`src/design/quorum_mutex_node_top_assert.svh`:
```
// Assertion macros for the quorum mutex node.
// Included by the modules that carry concurrent checks; expects clk and rst in scope.
`ifndef QUORUM_MUTEX_NODE_TOP_ASSERT_SVH
`define QUORUM_MUTEX_NODE_TOP_ASSERT_SVH

// condition holds at every edge out of reset
`define QMN_ASSERT_ALWAYS(lbl, cond, msg) \
  lbl: assert property (@(posedge clk) disable iff (rst) (cond)) else $error(msg);

// same-cycle implication
`define QMN_ASSERT_IMP(lbl, ante, cons, msg) \
  lbl: assert property (@(posedge clk) disable iff (rst) (ante) |-> (cons)) else $error(msg);

`endif

```
`src/design/qmn_pkg.sv`:
```
// Shared types and constants for the quorum mutex node.
// No dependencies; used by the controller, datapath, top level and testbench.
`default_nettype none

package qmn_pkg;

  localparam int QDEPTH     = 16;
  localparam int FIFO_DEPTH = 8;
  localparam int MAX_OUT    = 7;

  localparam logic [1:0] CFG_MY_ROW       = 2'd0;
  localparam logic [1:0] CFG_MY_COL       = 2'd1;
  localparam logic [1:0] CFG_IS_REQUESTER = 2'd2;

  typedef enum logic [2:0] {
    OP_START      = 3'd0,
    OP_REQUEST    = 3'd1,
    OP_LOCKED     = 3'd2,
    OP_FAILED     = 3'd3,
    OP_INQUIRE    = 3'd4,
    OP_RELINQUISH = 3'd5,
    OP_RELEASE    = 3'd6
  } op_t;

  typedef enum logic [2:0] {
    K_REQUEST    = 3'd0,
    K_LOCKED     = 3'd1,
    K_FAILED     = 3'd2,
    K_INQUIRE    = 3'd3,
    K_RELINQUISH = 3'd4,
    K_RELEASE    = 3'd5
  } kind_t;

  typedef enum logic [3:0] {
    S_IDLE,
    S_DISPATCH,
    S_POP_RD,
    S_POP,
    S_INS_RD,
    S_INS_CMP,
    S_REQ_RD,
    S_REQ_ANS,
    S_FLUSH,
    S_BCAST_REQ,
    S_QUORUM,
    S_BCAST_REL,
    S_FINISH
  } state_t;

  typedef enum logic [3:0] {
    ACT_NONE,
    ACT_LATCH,
    ACT_DISPATCH,
    ACT_POP_RD,
    ACT_POP,
    ACT_INS_RD,
    ACT_INS_CMP,
    ACT_REQ_RD,
    ACT_REQ_ANS,
    ACT_FLUSH,
    ACT_BCAST,
    ACT_QUORUM,
    ACT_FINISH
  } act_t;

  typedef struct packed {
    logic [31:0] stamp;
    logic [3:0]  idx;
  } qent_t;

  typedef struct packed {
    logic [3:0]  dest;
    kind_t       kind;
    logic [31:0] stamp;
    logic        acq;
    logic        last;
  } res_t;

  typedef struct packed {
    act_t act;
  } cmd_t;

  typedef struct packed {
    op_t  op;
    logic is_req;
    logic vote_given;
    logic q_empty;
    logic q_full;
    logic ins_front;
    logic after_hit;
    logic flush_done;
    logic bcast_last;
    logic quorum_hit;
    logic fifo_full;
  } sts_t;

  // a orders after b: later stamp, then higher index
  function automatic logic after(input qent_t a, input qent_t b);
    return (a.stamp > b.stamp) || ((a.stamp == b.stamp) && (a.idx > b.idx));
  endfunction

endpackage

`default_nettype wire

```
`src/design/qmn_in_if.sv`:
```
// Input message channel: valid/ready plus one message beat.
// Depends on nothing.
`default_nettype none

interface qmn_in_if;
  logic        valid;
  logic        ready;
  logic [2:0]  opcode;
  logic [3:0]  sender_index;
  logic [31:0] stamp;

  modport source (output valid, output opcode, output sender_index, output stamp,
                  input ready);
  modport sink (input valid, input opcode, input sender_index, input stamp,
                output ready);
endinterface

`default_nettype wire

```
`src/design/qmn_out_if.sv`:
```
// Output message channel: valid/ready plus one outgoing message beat.
// Depends on nothing.
`default_nettype none

interface qmn_out_if;
  logic        valid;
  logic        ready;
  logic [3:0]  dest_index;
  logic [2:0]  msg_kind;
  logic [31:0] out_stamp;
  logic        acquired;
  logic        last;

  modport source (output valid, output dest_index, output msg_kind, output out_stamp,
                  output acquired, output last, input ready);
  modport sink (input valid, input dest_index, input msg_kind, input out_stamp,
                input acquired, input last, output ready);
endinterface

`default_nettype wire

```
`src/design/qmn_ctrl.sv`:
```
// Sequencer for the quorum mutex node: walks one message through its steps.
// Depends on qmn_pkg; drives the datapath through cmd_t and reads sts_t.
`default_nettype none

module qmn_ctrl (
  input  wire logic          clk,
  input  wire logic          rst,
  input  wire logic          in_valid,
  output logic               in_ready,
  input  wire qmn_pkg::sts_t sts,
  output qmn_pkg::cmd_t      cmd
);

  qmn_pkg::state_t state;
  qmn_pkg::state_t state_next;

  always_ff @(posedge clk) begin
    if (rst) begin
      state <= qmn_pkg::S_IDLE;
    end else begin
      state <= state_next;
    end
  end

  // after an insertion the request path still owes its answer
  function automatic qmn_pkg::state_t after_insert(input qmn_pkg::op_t op);
    return (op == qmn_pkg::OP_REQUEST) ? qmn_pkg::S_REQ_RD : qmn_pkg::S_QUORUM;
  endfunction

  always_comb begin
    state_next = state;
    if (state != qmn_pkg::S_IDLE && sts.fifo_full) begin
      state_next = state;
    end else begin
      unique case (state)
        qmn_pkg::S_IDLE: begin
          if (in_valid) state_next = qmn_pkg::S_DISPATCH;
        end
        qmn_pkg::S_DISPATCH: begin
          unique case (sts.op)
            qmn_pkg::OP_START:
              state_next = sts.is_req ? qmn_pkg::S_BCAST_REQ : qmn_pkg::S_QUORUM;
            qmn_pkg::OP_REQUEST: begin
              if (!sts.vote_given) state_next = qmn_pkg::S_QUORUM;
              else if (sts.q_full) state_next = qmn_pkg::S_REQ_RD;
              else state_next = qmn_pkg::S_INS_RD;
            end
            qmn_pkg::OP_LOCKED:  state_next = qmn_pkg::S_QUORUM;
            qmn_pkg::OP_FAILED:  state_next = qmn_pkg::S_FLUSH;
            qmn_pkg::OP_INQUIRE: state_next = qmn_pkg::S_QUORUM;
            qmn_pkg::OP_RELINQUISH, qmn_pkg::OP_RELEASE:
              state_next = sts.q_empty ? qmn_pkg::S_QUORUM : qmn_pkg::S_POP_RD;
            default: state_next = qmn_pkg::S_IDLE;
          endcase
        end
        qmn_pkg::S_POP_RD: state_next = qmn_pkg::S_POP;
        qmn_pkg::S_POP: begin
          state_next = (sts.op == qmn_pkg::OP_RELINQUISH) ? qmn_pkg::S_INS_RD
                                                         : qmn_pkg::S_QUORUM;
        end
        qmn_pkg::S_INS_RD: begin
          state_next = sts.ins_front ? after_insert(sts.op) : qmn_pkg::S_INS_CMP;
        end
        qmn_pkg::S_INS_CMP: begin
          state_next = sts.after_hit ? qmn_pkg::S_INS_RD : after_insert(sts.op);
        end
        qmn_pkg::S_REQ_RD:  state_next = qmn_pkg::S_REQ_ANS;
        qmn_pkg::S_REQ_ANS: state_next = qmn_pkg::S_QUORUM;
        qmn_pkg::S_FLUSH: begin
          if (sts.flush_done) state_next = qmn_pkg::S_QUORUM;
        end
        qmn_pkg::S_BCAST_REQ: begin
          if (sts.bcast_last) state_next = qmn_pkg::S_QUORUM;
        end
        qmn_pkg::S_QUORUM: begin
          state_next = sts.quorum_hit ? qmn_pkg::S_BCAST_REL : qmn_pkg::S_FINISH;
        end
        qmn_pkg::S_BCAST_REL: begin
          if (sts.bcast_last) state_next = qmn_pkg::S_FINISH;
        end
        qmn_pkg::S_FINISH: state_next = qmn_pkg::S_IDLE;
        default: state_next = qmn_pkg::S_IDLE;
      endcase
    end
  end

  always_comb begin
    in_ready = (state == qmn_pkg::S_IDLE);
    cmd.act  = qmn_pkg::ACT_NONE;
    if (state == qmn_pkg::S_IDLE) begin
      if (in_valid) cmd.act = qmn_pkg::ACT_LATCH;
    end else if (!sts.fifo_full) begin
      unique case (state)
        qmn_pkg::S_DISPATCH:  cmd.act = qmn_pkg::ACT_DISPATCH;
        qmn_pkg::S_POP_RD:    cmd.act = qmn_pkg::ACT_POP_RD;
        qmn_pkg::S_POP:       cmd.act = qmn_pkg::ACT_POP;
        qmn_pkg::S_INS_RD:    cmd.act = qmn_pkg::ACT_INS_RD;
        qmn_pkg::S_INS_CMP:   cmd.act = qmn_pkg::ACT_INS_CMP;
        qmn_pkg::S_REQ_RD:    cmd.act = qmn_pkg::ACT_REQ_RD;
        qmn_pkg::S_REQ_ANS:   cmd.act = qmn_pkg::ACT_REQ_ANS;
        qmn_pkg::S_FLUSH:     cmd.act = qmn_pkg::ACT_FLUSH;
        qmn_pkg::S_BCAST_REQ: cmd.act = qmn_pkg::ACT_BCAST;
        qmn_pkg::S_QUORUM:    cmd.act = qmn_pkg::ACT_QUORUM;
        qmn_pkg::S_BCAST_REL: cmd.act = qmn_pkg::ACT_BCAST;
        qmn_pkg::S_FINISH:    cmd.act = qmn_pkg::ACT_FINISH;
        default:              cmd.act = qmn_pkg::ACT_NONE;
      endcase
    end
  end

endmodule

`default_nettype wire

```
`src/design/qmn_datapath.sv`:
```
// Datapath of the quorum mutex node: vote, wait queue, grant tracking,
// broadcast counters and the result FIFO. Depends on qmn_pkg and the assert macros.
`default_nettype none
`include "quorum_mutex_node_top_assert.svh"

module qmn_datapath #(
  parameter int ROWS        = 4,
  parameter int DEFER_DEPTH = 8
) (
  input  wire logic          clk,
  input  wire logic          rst,
  input  wire qmn_pkg::cmd_t cmd,
  output qmn_pkg::sts_t      sts,
  input  wire logic [2:0]    in_opcode,
  input  wire logic [3:0]    in_sender,
  input  wire logic [31:0]   in_stamp,
  input  wire logic          cfg_we,
  input  wire logic [1:0]    cfg_index,
  input  wire logic [1:0]    cfg_data,
  output logic               out_valid,
  input  wire logic          out_ready,
  output logic [3:0]         out_dest,
  output logic [2:0]         out_kind,
  output logic [31:0]        out_stamp,
  output logic               out_acq,
  output logic               out_last
);

  localparam int BIW = (ROWS > 1) ? $clog2(ROWS) : 1;
  localparam int DIW = (DEFER_DEPTH > 1) ? $clog2(DEFER_DEPTH) : 1;
  localparam int DCW = $clog2(DEFER_DEPTH + 1);
  localparam int QIW = $clog2(qmn_pkg::QDEPTH);
  localparam int QCW = $clog2(qmn_pkg::QDEPTH + 1);
  localparam int FIW = $clog2(qmn_pkg::FIFO_DEPTH);
  localparam int FCW = $clog2(qmn_pkg::FIFO_DEPTH + 1);
  localparam int OCW = $clog2(qmn_pkg::MAX_OUT + 1);
  localparam logic [4:0] QUORUM_SIZE = 5'(2 * ROWS - 1);

  // configuration
  logic [1:0] my_row;
  logic [1:0] my_col;
  logic       is_req;

  // latched message
  qmn_pkg::op_t op;
  logic [3:0]   snd;
  logic [31:0]  st;

  // voter state
  logic          vote_given;
  logic [3:0]    vote_holder;
  logic [31:0]   vote_holder_stamp;
  qmn_pkg::qent_t qmem [qmn_pkg::QDEPTH];
  qmn_pkg::qent_t q_rd;
  logic [QIW-1:0] q_head;
  logic [QCW-1:0] wait_count;
  logic [QCW-1:0] ins_k;

  // requester state
  logic [3:0]     dq [DEFER_DEPTH];
  logic [DCW-1:0] dcount;
  logic [DCW-1:0] fk;
  logic [15:0]    grant_map;
  logic [4:0]     grant_count;
  logic           failure_seen;
  logic [31:0]    own_stamp;
  logic           finished;

  // broadcast walker
  logic [BIW-1:0]  bi;
  logic            bphase;
  logic            bacq;
  qmn_pkg::kind_t  bkind;

  // result staging and FIFO
  qmn_pkg::res_t  staged;
  logic           staged_v;
  logic [OCW-1:0] ocount;
  qmn_pkg::res_t  fmem [qmn_pkg::FIFO_DEPTH];
  logic [FIW-1:0] wp;
  logic [FIW-1:0] rp;
  logic [FCW-1:0] fcnt;
  qmn_pkg::res_t  oreg;

  qmn_pkg::qent_t item;
  logic           after_hit;
  logic           head_higher;
  logic           send_inquire;
  logic           map_bit;
  logic [3:0]     d_cur;
  logic           flush_done;
  logic           brow_now;
  logic           bcast_last;
  logic [3:0]     bdest_row;
  logic [3:0]     bdest_col;
  logic           quorum_hit;
  logic           fifo_full;

  logic           emit_en;
  qmn_pkg::res_t  emit_res;
  logic           keep;
  logic           fifo_push;
  qmn_pkg::res_t  fifo_wdata;
  logic           load;

  logic           q_we;
  logic [QIW-1:0] q_waddr;
  qmn_pkg::qent_t q_wdata;
  logic [QIW-1:0] q_raddr;

  assign item         = '{stamp: st, idx: snd};
  assign after_hit    = qmn_pkg::after(q_rd, item);
  assign head_higher  = qmn_pkg::after(item, q_rd);
  assign send_inquire = !((vote_holder_stamp < st) || head_higher ||
                          ((vote_holder_stamp == st) && (vote_holder < snd)));
  assign map_bit      = grant_map[snd];
  assign d_cur        = dq[fk[DIW-1:0]];
  assign flush_done   = (fk >= dcount);
  assign brow_now     = !bphase && (int'(bi) != int'(my_col));
  assign bcast_last   = !brow_now && (int'(bi) == ROWS - 1);
  assign bdest_row    = 4'(int'(my_row) * ROWS + int'(bi));
  assign bdest_col    = 4'(int'(bi) * ROWS + int'(my_col));
  assign quorum_hit   = !finished && (grant_count == QUORUM_SIZE);
  assign fifo_full    = (fcnt == FCW'(qmn_pkg::FIFO_DEPTH));

  always_comb begin
    sts.op         = op;
    sts.is_req     = is_req;
    sts.vote_given = vote_given;
    sts.q_empty    = (wait_count == '0);
    sts.q_full     = (wait_count == QCW'(qmn_pkg::QDEPTH));
    sts.ins_front  = (ins_k == '0);
    sts.after_hit  = after_hit;
    sts.flush_done = flush_done;
    sts.bcast_last = bcast_last;
    sts.quorum_hit = quorum_hit;
    sts.fifo_full  = fifo_full;
  end

  // message produced this cycle
  always_comb begin
    emit_en  = 1'b0;
    emit_res = '{dest: snd, kind: qmn_pkg::K_LOCKED, stamp: st, acq: 1'b0, last: 1'b0};
    unique case (cmd.act)
      qmn_pkg::ACT_DISPATCH: begin
        case (op)
          qmn_pkg::OP_REQUEST: emit_en = !vote_given;
          qmn_pkg::OP_INQUIRE: begin
            emit_en        = map_bit && failure_seen;
            emit_res.kind  = qmn_pkg::K_RELINQUISH;
            emit_res.stamp = own_stamp;
          end
          qmn_pkg::OP_RELINQUISH: emit_en = (wait_count == '0);
          default: emit_en = 1'b0;
        endcase
      end
      qmn_pkg::ACT_POP: begin
        emit_en        = 1'b1;
        emit_res.dest  = q_rd.idx;
        emit_res.stamp = q_rd.stamp;
      end
      qmn_pkg::ACT_REQ_ANS: begin
        emit_en = 1'b1;
        if (send_inquire) begin
          emit_res.dest = vote_holder;
          emit_res.kind = qmn_pkg::K_INQUIRE;
        end else begin
          emit_res.kind = qmn_pkg::K_FAILED;
        end
      end
      qmn_pkg::ACT_FLUSH: begin
        emit_en        = !flush_done;
        emit_res.dest  = d_cur;
        emit_res.kind  = qmn_pkg::K_RELINQUISH;
        emit_res.stamp = own_stamp;
      end
      qmn_pkg::ACT_BCAST: begin
        emit_en        = 1'b1;
        emit_res.dest  = brow_now ? bdest_row : bdest_col;
        emit_res.kind  = bkind;
        emit_res.stamp = own_stamp;
        emit_res.acq   = bacq;
      end
      default: emit_en = 1'b0;
    endcase
  end

  // the newest message waits in staging so the final one can carry last
  assign keep       = emit_en && (ocount < OCW'(qmn_pkg::MAX_OUT));
  assign fifo_push  = staged_v && (keep || (cmd.act == qmn_pkg::ACT_FINISH));
  always_comb begin
    fifo_wdata      = staged;
    fifo_wdata.last = (cmd.act == qmn_pkg::ACT_FINISH);
  end
  assign load = (fcnt != '0) && (!out_valid || out_ready);

  // wait queue port control: circular buffer, insertion walks back from the tail
  always_comb begin
    q_we    = 1'b0;
    q_waddr = QIW'(q_head + ins_k[QIW-1:0]);
    q_wdata = item;
    q_raddr = q_head;
    unique case (cmd.act)
      qmn_pkg::ACT_INS_RD: begin
        q_raddr = QIW'(q_head + ins_k[QIW-1:0] - 1'b1);
        q_we    = (ins_k == '0);
      end
      qmn_pkg::ACT_INS_CMP: begin
        q_we    = 1'b1;
        q_wdata = after_hit ? q_rd : item;
      end
      default: q_we = 1'b0;
    endcase
  end

  always_ff @(posedge clk) begin
    if (q_we) qmem[q_waddr] <= q_wdata;
    q_rd <= qmem[q_raddr];
  end

  always_ff @(posedge clk) begin
    if (cmd.act == qmn_pkg::ACT_LATCH) begin
      op  <= qmn_pkg::op_t'(in_opcode);
      snd <= in_sender;
      st  <= in_stamp;
    end
    if (cmd.act == qmn_pkg::ACT_DISPATCH && op == qmn_pkg::OP_INQUIRE && map_bit &&
        !failure_seen && (dcount < DCW'(DEFER_DEPTH))) begin
      dq[dcount[DIW-1:0]] <= snd;
    end
    if (fifo_push) fmem[wp] <= fifo_wdata;
    if (load) oreg <= fmem[rp];
    if (keep) staged <= emit_res;
  end

  always_ff @(posedge clk) begin
    if (rst) begin
      my_row            <= '0;
      my_col            <= '0;
      is_req            <= 1'b0;
      vote_given        <= 1'b0;
      vote_holder       <= '0;
      vote_holder_stamp <= '0;
      q_head            <= '0;
      wait_count        <= '0;
      ins_k             <= '0;
      dcount            <= '0;
      fk                <= '0;
      grant_map         <= '0;
      grant_count       <= '0;
      failure_seen      <= 1'b0;
      own_stamp         <= '0;
      finished          <= 1'b0;
      bi                <= '0;
      bphase            <= 1'b0;
      bacq              <= 1'b0;
      bkind             <= qmn_pkg::K_REQUEST;
      staged_v          <= 1'b0;
      ocount            <= '0;
      wp                <= '0;
      rp                <= '0;
      fcnt              <= '0;
      out_valid         <= 1'b0;
    end else begin
      if (cfg_we) begin
        unique case (cfg_index)
          qmn_pkg::CFG_MY_ROW:       my_row <= cfg_data;
          qmn_pkg::CFG_MY_COL:       my_col <= cfg_data;
          qmn_pkg::CFG_IS_REQUESTER: is_req <= cfg_data[0];
          default: ;
        endcase
      end

      unique case (cmd.act)
        qmn_pkg::ACT_LATCH: ocount <= '0;
        qmn_pkg::ACT_DISPATCH: begin
          case (op)
            qmn_pkg::OP_START: begin
              if (is_req) begin
                own_stamp <= st;
                bi        <= '0;
                bphase    <= 1'b0;
                bacq      <= 1'b0;
                bkind     <= qmn_pkg::K_REQUEST;
              end
            end
            qmn_pkg::OP_REQUEST: begin
              if (!vote_given) begin
                vote_given        <= 1'b1;
                vote_holder       <= snd;
                vote_holder_stamp <= st;
              end else begin
                ins_k <= wait_count;
              end
            end
            qmn_pkg::OP_LOCKED: begin
              if (grant_count != 5'd31) grant_count <= grant_count + 5'd1;
              grant_map[snd] <= 1'b1;
            end
            qmn_pkg::OP_FAILED: begin
              failure_seen <= 1'b1;
              fk           <= '0;
            end
            qmn_pkg::OP_INQUIRE: begin
              if (map_bit) begin
                if (failure_seen) begin
                  grant_map[snd] <= 1'b0;
                  if (grant_count != '0) grant_count <= grant_count - 5'd1;
                end else if (dcount < DCW'(DEFER_DEPTH)) begin
                  dcount <= dcount + 1'b1;
                end
              end
            end
            qmn_pkg::OP_RELINQUISH: begin
              if (wait_count == '0) begin
                vote_given        <= 1'b1;
                vote_holder       <= snd;
                vote_holder_stamp <= st;
              end
            end
            qmn_pkg::OP_RELEASE: begin
              if (wait_count == '0) vote_given <= 1'b0;
            end
            default: ;
          endcase
        end
        qmn_pkg::ACT_POP: begin
          vote_given        <= 1'b1;
          vote_holder       <= q_rd.idx;
          vote_holder_stamp <= q_rd.stamp;
          q_head            <= q_head + 1'b1;
          wait_count        <= wait_count - 1'b1;
          ins_k             <= wait_count - 1'b1;
        end
        qmn_pkg::ACT_INS_RD: begin
          if (ins_k == '0) wait_count <= wait_count + 1'b1;
        end
        qmn_pkg::ACT_INS_CMP: begin
          if (after_hit) ins_k <= ins_k - 1'b1;
          else wait_count <= wait_count + 1'b1;
        end
        qmn_pkg::ACT_FLUSH: begin
          if (!flush_done) begin
            if (grant_map[d_cur]) begin
              grant_map[d_cur] <= 1'b0;
              if (grant_count != '0) grant_count <= grant_count - 5'd1;
            end
            fk <= fk + 1'b1;
          end else begin
            dcount <= '0;
          end
        end
        qmn_pkg::ACT_QUORUM: begin
          if (quorum_hit) begin
            finished <= 1'b1;
            bi       <= '0;
            bphase   <= 1'b0;
            bacq     <= 1'b1;
            bkind    <= qmn_pkg::K_RELEASE;
          end
        end
        qmn_pkg::ACT_BCAST: begin
          bacq <= 1'b0;
          if (brow_now) begin
            bphase <= 1'b1;
          end else begin
            bphase <= 1'b0;
            bi     <= bi + 1'b1;
          end
        end
        default: ;
      endcase

      if (keep) begin
        staged_v <= 1'b1;
        ocount   <= ocount + 1'b1;
      end else if (cmd.act == qmn_pkg::ACT_FINISH) begin
        staged_v <= 1'b0;
      end

      if (fifo_push) wp <= wp + 1'b1;
      if (load) rp <= rp + 1'b1;
      fcnt <= fcnt + FCW'(fifo_push) - FCW'(load);

      if (load) out_valid <= 1'b1;
      else if (out_ready) out_valid <= 1'b0;
    end
  end

  assign out_dest  = oreg.dest;
  assign out_kind  = oreg.kind;
  assign out_stamp = oreg.stamp;
  assign out_acq   = oreg.acq;
  assign out_last  = oreg.last;

  `QMN_ASSERT_ALWAYS(a_wait_bound, wait_count <= QCW'(qmn_pkg::QDEPTH), "wait queue overrun")
  `QMN_ASSERT_IMP(a_fifo_room, fifo_push, !fifo_full, "result FIFO overflow")
  `QMN_ASSERT_IMP(a_acq_finished, out_valid && out_acq, finished, "acquired before quorum")
  `QMN_ASSERT_IMP(a_clean_start, cmd.act == qmn_pkg::ACT_LATCH, !staged_v, "stale staged beat")

endmodule

`default_nettype wire

```
`src/design/quorum_mutex_node_top.sv`:
```
// Quorum mutex node: one node of a grid-quorum distributed lock.
// Depends on qmn_pkg, qmn_in_if, qmn_out_if, qmn_ctrl and qmn_datapath.
//
// msg_in carries one protocol message per beat (start, request, locked, failed,
// inquire, relinquish, release). msg_out carries the outgoing messages; last
// marks the final beat caused by an input message, acquired flags the first
// release beat once the quorum is complete. Messages with no effect produce no beat.
// Configuration (row, column, requester role) is written through cfg_we, cfg_index and
// cfg_data; the user must write it only while the node is idle, as the block has no check.
// One message is processed at a time; msg_in.ready is high between messages.
// Sorted insertion into the wait queue walks its memory one entry at a time through
// a read state and a compare state; while the FIFO has room, broadcasts and the
// inquiry flush issue one beat per cycle.
// Results pass through an 8-deep FIFO and an output register, so a stalled
// receiver only holds the sequencer once the FIFO fills.
// Reset (rst, synchronous) clears vote, queue and grant state and the result path.
`default_nettype none

module quorum_mutex_node_top #(
  parameter int ROWS        = 4,
  parameter int DEFER_DEPTH = 8
) (
  input  wire logic       clk,
  input  wire logic       rst,
  qmn_in_if.sink          msg_in,
  qmn_out_if.source       msg_out,
  input  wire logic       cfg_we,
  input  wire logic [1:0] cfg_index,
  input  wire logic [1:0] cfg_data
);

  qmn_pkg::cmd_t cmd;
  qmn_pkg::sts_t sts;

  qmn_ctrl u_ctrl (
    .clk      (clk),
    .rst      (rst),
    .in_valid (msg_in.valid),
    .in_ready (msg_in.ready),
    .sts      (sts),
    .cmd      (cmd)
  );

  qmn_datapath #(
    .ROWS        (ROWS),
    .DEFER_DEPTH (DEFER_DEPTH)
  ) u_datapath (
    .clk       (clk),
    .rst       (rst),
    .cmd       (cmd),
    .sts       (sts),
    .in_opcode (msg_in.opcode),
    .in_sender (msg_in.sender_index),
    .in_stamp  (msg_in.stamp),
    .cfg_we    (cfg_we),
    .cfg_index (cfg_index),
    .cfg_data  (cfg_data),
    .out_valid (msg_out.valid),
    .out_ready (msg_out.ready),
    .out_dest  (msg_out.dest_index),
    .out_kind  (msg_out.msg_kind),
    .out_stamp (msg_out.out_stamp),
    .out_acq   (msg_out.acquired),
    .out_last  (msg_out.last)
  );

endmodule

`default_nettype wire

```
`src/flat_wrapper.sv`:
```
// flat-port wrapper written by rule: the top's interface ports become plain ports
module quorum_mutex_node_top_flat 
#(
  parameter int ROWS        = 4,
  parameter int DEFER_DEPTH = 8
)
  (clk, rst, cfg_we, cfg_index, cfg_data, msg_in_valid, msg_in_opcode, msg_in_sender_index, msg_in_stamp, msg_in_ready, msg_out_valid, msg_out_dest_index, msg_out_msg_kind, msg_out_out_stamp, msg_out_acquired, msg_out_last, msg_out_ready);
  qmn_in_if msg_in_i ();
  qmn_out_if msg_out_i ();
  input  wire logic clk;
  input  wire logic rst;
  input  wire logic cfg_we;
  input  wire logic [1:0] cfg_index;
  input  wire logic [1:0] cfg_data;
  input wire logic [$bits(msg_in_i.valid)-1:0] msg_in_valid;
  input wire logic [$bits(msg_in_i.opcode)-1:0] msg_in_opcode;
  input wire logic [$bits(msg_in_i.sender_index)-1:0] msg_in_sender_index;
  input wire logic [$bits(msg_in_i.stamp)-1:0] msg_in_stamp;
  output wire logic [$bits(msg_in_i.ready)-1:0] msg_in_ready;
  output wire logic [$bits(msg_out_i.valid)-1:0] msg_out_valid;
  output wire logic [$bits(msg_out_i.dest_index)-1:0] msg_out_dest_index;
  output wire logic [$bits(msg_out_i.msg_kind)-1:0] msg_out_msg_kind;
  output wire logic [$bits(msg_out_i.out_stamp)-1:0] msg_out_out_stamp;
  output wire logic [$bits(msg_out_i.acquired)-1:0] msg_out_acquired;
  output wire logic [$bits(msg_out_i.last)-1:0] msg_out_last;
  input wire logic [$bits(msg_out_i.ready)-1:0] msg_out_ready;
  assign msg_in_i.valid = msg_in_valid;
  assign msg_in_i.opcode = msg_in_opcode;
  assign msg_in_i.sender_index = msg_in_sender_index;
  assign msg_in_i.stamp = msg_in_stamp;
  assign msg_in_ready = msg_in_i.ready;
  assign msg_out_valid = msg_out_i.valid;
  assign msg_out_dest_index = msg_out_i.dest_index;
  assign msg_out_msg_kind = msg_out_i.msg_kind;
  assign msg_out_out_stamp = msg_out_i.out_stamp;
  assign msg_out_acquired = msg_out_i.acquired;
  assign msg_out_last = msg_out_i.last;
  assign msg_out_i.ready = msg_out_ready;
  quorum_mutex_node_top #(.ROWS(ROWS), .DEFER_DEPTH(DEFER_DEPTH)) u_core (.clk(clk), .rst(rst), .msg_in(msg_in_i), .msg_out(msg_out_i), .cfg_we(cfg_we), .cfg_index(cfg_index), .cfg_data(cfg_data));
endmodule
```
`config.mk`:
```
export PLATFORM = sky130hd
export DESIGN_NAME = quorum_mutex_node_top_flat
export DESIGN_NICKNAME = d
export VERILOG_FILES = /design/src/design/qmn_pkg.sv /design/src/design/qmn_in_if.sv /design/src/design/qmn_out_if.sv /design/src/design/qmn_ctrl.sv /design/src/design/qmn_datapath.sv /design/src/design/quorum_mutex_node_top.sv /design/src/flat_wrapper.sv
export VERILOG_INCLUDE_DIRS = /design/src /design/src/design
export SDC_FILE = /design/constraint.sdc
export NUM_CORES = 2
export LEC_CHECK = 0
export BUFFER_PORTS_ARGS = -buffer_cell sky130_fd_sc_hd__buf_4
export CAP_MARGIN = 20
export CORE_ASPECT_RATIO = 2
export CORE_MARGIN = 2
export CORE_UTILIZATION = 60
export DETAILED_ROUTE_END_ITERATION = 6
export GPL_ROUTABILITY_DRIVEN = 0
export PLACE_DENSITY = 0.85
export SLEW_MARGIN = 20
export SYNTH_ARGS = -nofsm -noshare
export SYNTH_HDL_FRONTEND = slang
export SYNTH_SLANG_ARGS = --single-unit
```
`constraint.sdc`:
```
create_clock -name clk -period 9.2 [get_ports clk]
set_input_delay 1.84 -clock clk [delete_from_list [all_inputs] [get_ports clk]]
set_output_delay 1.84 -clock clk [all_outputs]
set_load 0.02 [all_outputs]
```
Word level (Yosys, flattened, before mapping)
Memory sizes are Yosys's and may differ from the RTL's. A register that Yosys moved wholly into a read port is not among the register bits. Index checks and enable logic that the tools add are counted.

Memory bits (read-only): 64. Register bits: 224. RAM bits: 936. Output and inout port bits: 43. Memories: 4. Input bits: 48.

Memory list: u_core.u_datapath.qmem (depth 16, width 36, read ports 1, clocked after Yosys merged registers in 1, wr ports 1, RTL line qmn_datapath.sv:53) `qmn_pkg::qent_t qmem [qmn_pkg::QDEPTH];`; u_core.u_datapath.fmem (depth 8, width 41, read ports 1, clocked after Yosys merged registers in 1, wr ports 1, RTL line qmn_datapath.sv:79) `qmn_pkg::res_t fmem [qmn_pkg::FIFO_DEPTH];`; (no name shown) (depth 16, width 4, read ports 1, clocked after Yosys merged registers in 1, wr ports 0, RTL line qmn_ctrl.sv:93) `unique case (state)`; u_core.u_datapath.dq (depth 8, width 4, read ports 1, clocked after Yosys merged registers in 1, wr ports 1, RTL line qmn_datapath.sv:60) `logic [3:0] dq [DEFER_DEPTH];`.

Bitwise logic cells: 6. Order comparisons: 13. Reduce and logical (&&, ||, !) cells: 69. Equality and inequality tests: 68. Add/subtract/negate cells: 18. Muxes and demuxes: 113.

Operator list (number): $pmux W32 S2 (2); $mux W4 (26); $eq A32 B32 Y1 (3); $pmux W32 S3 (1); $mux W36 (2); $gt A32 B32 Y1 (2); $mux W16 (4); $mux W32 (2); $pmux W16 S2 (2); $mux W5 (11); $pmux W4 S12 (1); $eq A4 B4 Y1 const B (10); $mux W35 (1); $and A16 B16 Y16 (2); $lt A32 B32 Y1 (1); $not A16 Y16 (2); $pmux W4 S2 (4); $ne A2 B2 Y1 const B (15); $pmux W5 S3 (2); $eq A4 B3 Y1 const B (7); $mux W3 (8); $mux W1 (23); $pmux W4 S5 (1); $pmux W5 S2 (2); other kinds (62) (153).

Logic depth before layout (Yosys ltp)
Depth in word-level cells: 11. Mapped depth: 16.

Cells and area by module
A second synthesis with hierarchy kept.

Cell total of the unflattened synthesis: 3088. Area, all modules: 51046.5 um^2.

Modules (own cells, without submodules): qmn_datapath (times used 1, cells an instance 2983, sequential area each 35273.8 um^2, area each 50189.4 um^2); qmn_ctrl (times used 1, cells an instance 105, sequential area each 160.2 um^2, area each 857.1 um^2).

Least setup slack after synthesis
No wires, ideal clock.

Path kind: register to register. Start point: reg u_core.u_datapath.fk[0]. End point: mem u_core.u_datapath.fmem[2][0] in the netlist's numbering, enable pin. Library setup time: 556 ps. Data required time: 8644 ps. Buffers on the path: 0. Data arrival time: 6451 ps. Setup slack: 2193 ps. Period minus slack after synthesis: 7007 ps. Stages on the path, launching flop included: 11. Cell sequence: dfxtp_1 inv_1 ha_1 nand2b_1 a2111oi_2 o21bai_1 a21oi_1 o211ai_1 a31oi_2 inv_1 nor4b_1.

Word-level cells in the longest chain between the ends: 8.

RTL lines: from (decl) (RTL line qmn_datapath.sv:62) `logic [DCW-1:0] fk;`; from (signal assigned) (RTL line qmn_datapath.sv:348) `fk <= fk + 1'b1;`; $ge A4 B4 Y1 (RTL line qmn_datapath.sv:118) `assign flush_done = (fk >= dcount);`; $logic_not A1 Y1; $pmux W1 S3 (RTL line qmn_datapath.sv:144) `unique case (cmd.act)`; $logic_and A1 B1 Y1 (RTL line qmn_datapath.sv:189) `assign keep = emit_en && (ocount < OCW'(qmn_pkg::MAX_OUT));`; $logic_or A1 B1 Y1 (RTL line qmn_datapath.sv:190) `assign fifo_push = staged_v && (keep || (cmd.act == qmn_pkg::ACT_FINISH));`; $logic_and A1 B1 Y1 (RTL line qmn_datapath.sv:190); $mux W1 (RTL line qmn_datapath.sv:231) `if (fifo_push) fmem[wp] <= fifo_wdata;`; $mux W1 (not written as such) (RTL line qmn_datapath.sv:231); to (decl) (RTL line qmn_datapath.sv:79).

Every way passes these cells.

Final worst setup path
Start point: reg u_core.u_ctrl.state[0]. End point: reg, netlist name u_core.u_datapath.q_rd[13].

Word-level cells in the longest chain between the ends: 4.

RTL lines: from (decl) (RTL line qmn_ctrl.sv:14) `qmn_pkg::state_t state;`; from (signal assigned) (RTL line qmn_ctrl.sv:19) `state <= qmn_pkg::S_IDLE;`; from (signal assigned) (RTL line qmn_ctrl.sv:21) `state <= state_next;`; $logic_not A4 Y1 (RTL line qmn_ctrl.sv:90) `if (state == qmn_pkg::S_IDLE) begin`; $mux W4 (RTL line qmn_ctrl.sv:90); $eq A4 B3 Y1 (RTL line qmn_datapath.sv:203) `unique case (cmd.act)`; $mux W4 (RTL line qmn_datapath.sv:203).

Every way passes these cells. A chain may end at the register's enable or synchronous reset.

==> impl_metrics.toml <==
[final_layout]
fin_nets = 3407
final_common_cell = "edfxtp_1"
syn_to_final_growth_pct = 11.1
fillers = 5085
drive_gt1_share_pct = 20.5
final_cell_mix = "edfxtp_1 (1056), nand2_1 (268), mux4_2 (242)"
postLayoutCoreUtil_pct = 67.1

[routing]
drc = 9
avgViaCountPerCell = 6.74
wirelength_um = 123000
first_pass_iters = 7
drt_iter0_markers = 3800
ant_nets = 0
num_vias = 29686
post_drt_wl_per_cell_um = 27.9

[clocking]
clockBufferDepth = 3
cts.reportedPaths.clkPinSlew_ps = 70
cts_setup_buffers = 0
cts-resized-gates = 0
cts_root_buffer = "clkbuf_16"
tritoncts = "built"
clkLatencyLatePin_ps = 710
ctsHtreeMaxLevel = 3
ctsHoldBuffers = 0
numCtsBuffers = 95
clock-sinks = 1242

[sta]
tns_ps = 0
relSlewSlack_pct = 24.9
post-route-min-period_ps = 4920
maxSlewViolCount = 0
fin_crit_sh_pct = 53.4
hold_violations = 0
rsz0062_at_grt = "false"
setup_viol = 0
max_freq_ghz = 0.203
worst_slew_pin_slew_ps = 1120
skew_ps = 30.9

[status]
outcome = "finished, violations left"
violations = "DRC"

[yosys]
synthArstFlopShare_pct = 0
syn_nets = 3292
yosysUniqueCellTypes = 84
synth_seq_area_share_pct = 69.5
netlist_area_um2 = 51000
ys.flop_type = "edfxtp_1"
ys_warn_count = 0
syn_avg_cell_area_um2 = 16.3
syn_inst = 3135
ys_seq_elements = 1242
synth_edf_count = 1056

[power]
powerDensity_nw_per_um2 = 258
netSwitchingPower_uw = 4120
sw_frac_of_total_pct = 28.1
p_int_uw = 10500
combPwrFrac_pct = 19.2
irDropWorstVdd_mv = 0.176
p_clk_share_pct = 30.7
p_leak_uw = 0.0189
seqPwrFrac_pct = 50.1

[critical_path]
critical_path_class = "reg -> reg"
crit_fanout = 104
critPathTopFamily = "simple AND/OR/NAND/NOR gates"
cp_data_required_time_ps = 9730
start_kind = "flip-flop"
arrival_ps = 5450
slowest_delay_ps = 790
worstPathCellList = "or4_4, inv_4, nor4_4, nand2_1, o21ai_4, buf_4, buf_12, mux4_2, nor2b_1, a211oi_1, a21oi_1"
crit_buf_inv = 3
crit_slowest_cell = "nor4_4"
cp-end-kind = "flip-flop"

[global_routing]
antenna_found_initial = 3
grt_pass1_wl_um = 184000
grt_pass1_vias = 30049
overflow = 0
track_usage_pct = 28.4
grt_max_degree = 145

[floorplanning]
ios = 91
die_y_um = 416
initial_core_util_pct = 60.4
die-area_um2 = 87500
core_area_um2 = 84500
die_w_um = 210
rows = 151

[hold_path]
hp-class = "reg -> reg"

[placed_design]
io_buffer_count = 90
dpl.hpwl_um = 71600

[flow_run]
drv_cap = 0
## synthesized netlist by cell type, types with 6 or more instances
cell type,number,share of area [%]
a211oi_1,45,0.66
a21o_1,12,0.18
a21oi_1,142,1.4
a222oi_1,35,0.69
a311oi_1,37,0.64
a31oi_1,17,0.21
and2_1,9,0.11
and3_1,10,0.12
buf_1,15,0.11
buf_2,25,0.25
buf_4,6,0.088
buf_6,8,0.18
clkbuf_1,103,0.76
dfxtp_1,186,7.3
edfxtp_1,1056,62
ha_1,107,2.6
inv_1,117,0.86
mux2_2,49,1.1
mux2i_1,59,1.2
mux4_2,242,11
nand2_1,270,2.0
nand2b_1,19,0.23
nand3_1,29,0.28
nand4_1,20,0.25
nor2_1,152,1.1
nor2b_1,46,0.56
nor3_1,46,0.45
nor3b_1,8,0.12
nor4_1,13,0.16
o211ai_1,13,0.19
o21ai_0,84,0.82
o21ai_1,11,0.11
or2_2,8,0.098
xnor2_1,15,0.26
xor2_1,12,0.21
## tightest hold or removal path, stage by stage, from the launching register on
cell,delay [ps]
dfxtp_1,310
nand2_1,50
a21oi_1,50
## area by class of cell
cell class                      instances  area [um2]  area share, %
Inverter                              118         445          0.786
Sequential cell                      1242       35400           62.5
Timing Repair Buffer                  175        1350           2.38
Antenna cell                            1        2.50        0.00442
Clock inverter                         62         837           1.48
Clock buffer                          116        2580           4.55
Multi-Input combinational cell       1618       14700           25.9
Tap cell                             1071        1340           2.36
## power groups by stage
stage	registers [uW]	clock network (uW)	logic, uW
final	7330	4490	2810
after global routing	7360	4710	3030
after CTS	7340	4530	2740
after detailed placement	7460	0	2700
after global placement	7440	0	2620
after floorplan	7340	0	1810
## worst paths after layout
check	startpoint	endpoint	slack, ps	depth (start not counted)
setup reg to reg	u_core.u_ctrl.state[0]	u_core.u_datapath.q_rd[13]	4280	11
hold / removal	u_core.u_datapath.own_stamp[21]	u_core.u_datapath.own_stamp[21]	450	2
setup / recovery	u_core.u_ctrl.state[0]	u_core.u_datapath.q_rd[13]	4280	11
hold reg to reg	u_core.u_datapath.own_stamp[21]	u_core.u_datapath.own_stamp[21]	450	2
## registers in the layout (all words and copies together) (netlist names), 32 cells and up, named ones only
name / count
u_core.u_datapath.qmem: 576
u_core.u_datapath.fmem: 328
u_core.u_datapath.fifo_wdata: 40
u_core.u_datapath.q_rd: 36
u_core.u_datapath.dq: 32
u_core.u_datapath.out_stamp: 32
u_core.u_datapath.own_stamp: 32
u_core.u_datapath.st: 32
u_core.u_datapath.vote_holder_stamp: 32
## stage by stage
stage / worst slack [ps] / hold WS [ps] / power, uW / std cells / instance area, um2
after floorplan: 2190 / 435 / 9150 / 3135 / 51000
after global placement: 4510 / 441 / 10100 / 4223 / 53200
after detailed placement: 4390 / 447 / 10200 / 4223 / 53200
after CTS: 4240 / 456 / 14600 / 4401 / 56600
after global routing: 3900 / 470 / 15100 / 4402 / 56700
final: 4280 / 455 / 14600 / 4403 / 56700
## per-layer routing
metal / vias to the layer above / share of wire [%] / track usage, %
met5: - / 0.022 / 0
met3: 465 / 8.3 / 4.91
met1: 14777 / 34 / 33.3
li1: 12536 / - / -
met2: 1904 / 51 / 48.7
met4: 4 / 6.8 / 17.4
## kinds of logic after synthesis
family,after synthesis,share of synthesized area [%]
DFF,1242,69.5
buffers and inverters,275,2.25
and+or+nand+nor,668,6.15
muxes,350,12.9
adders and majority gates,110,2.72
AOI/OAI and AO/OA,463,6.03
xor gates and xnor gates,27,0.464
Note: power is estimated with default switching activity, not from simulation.
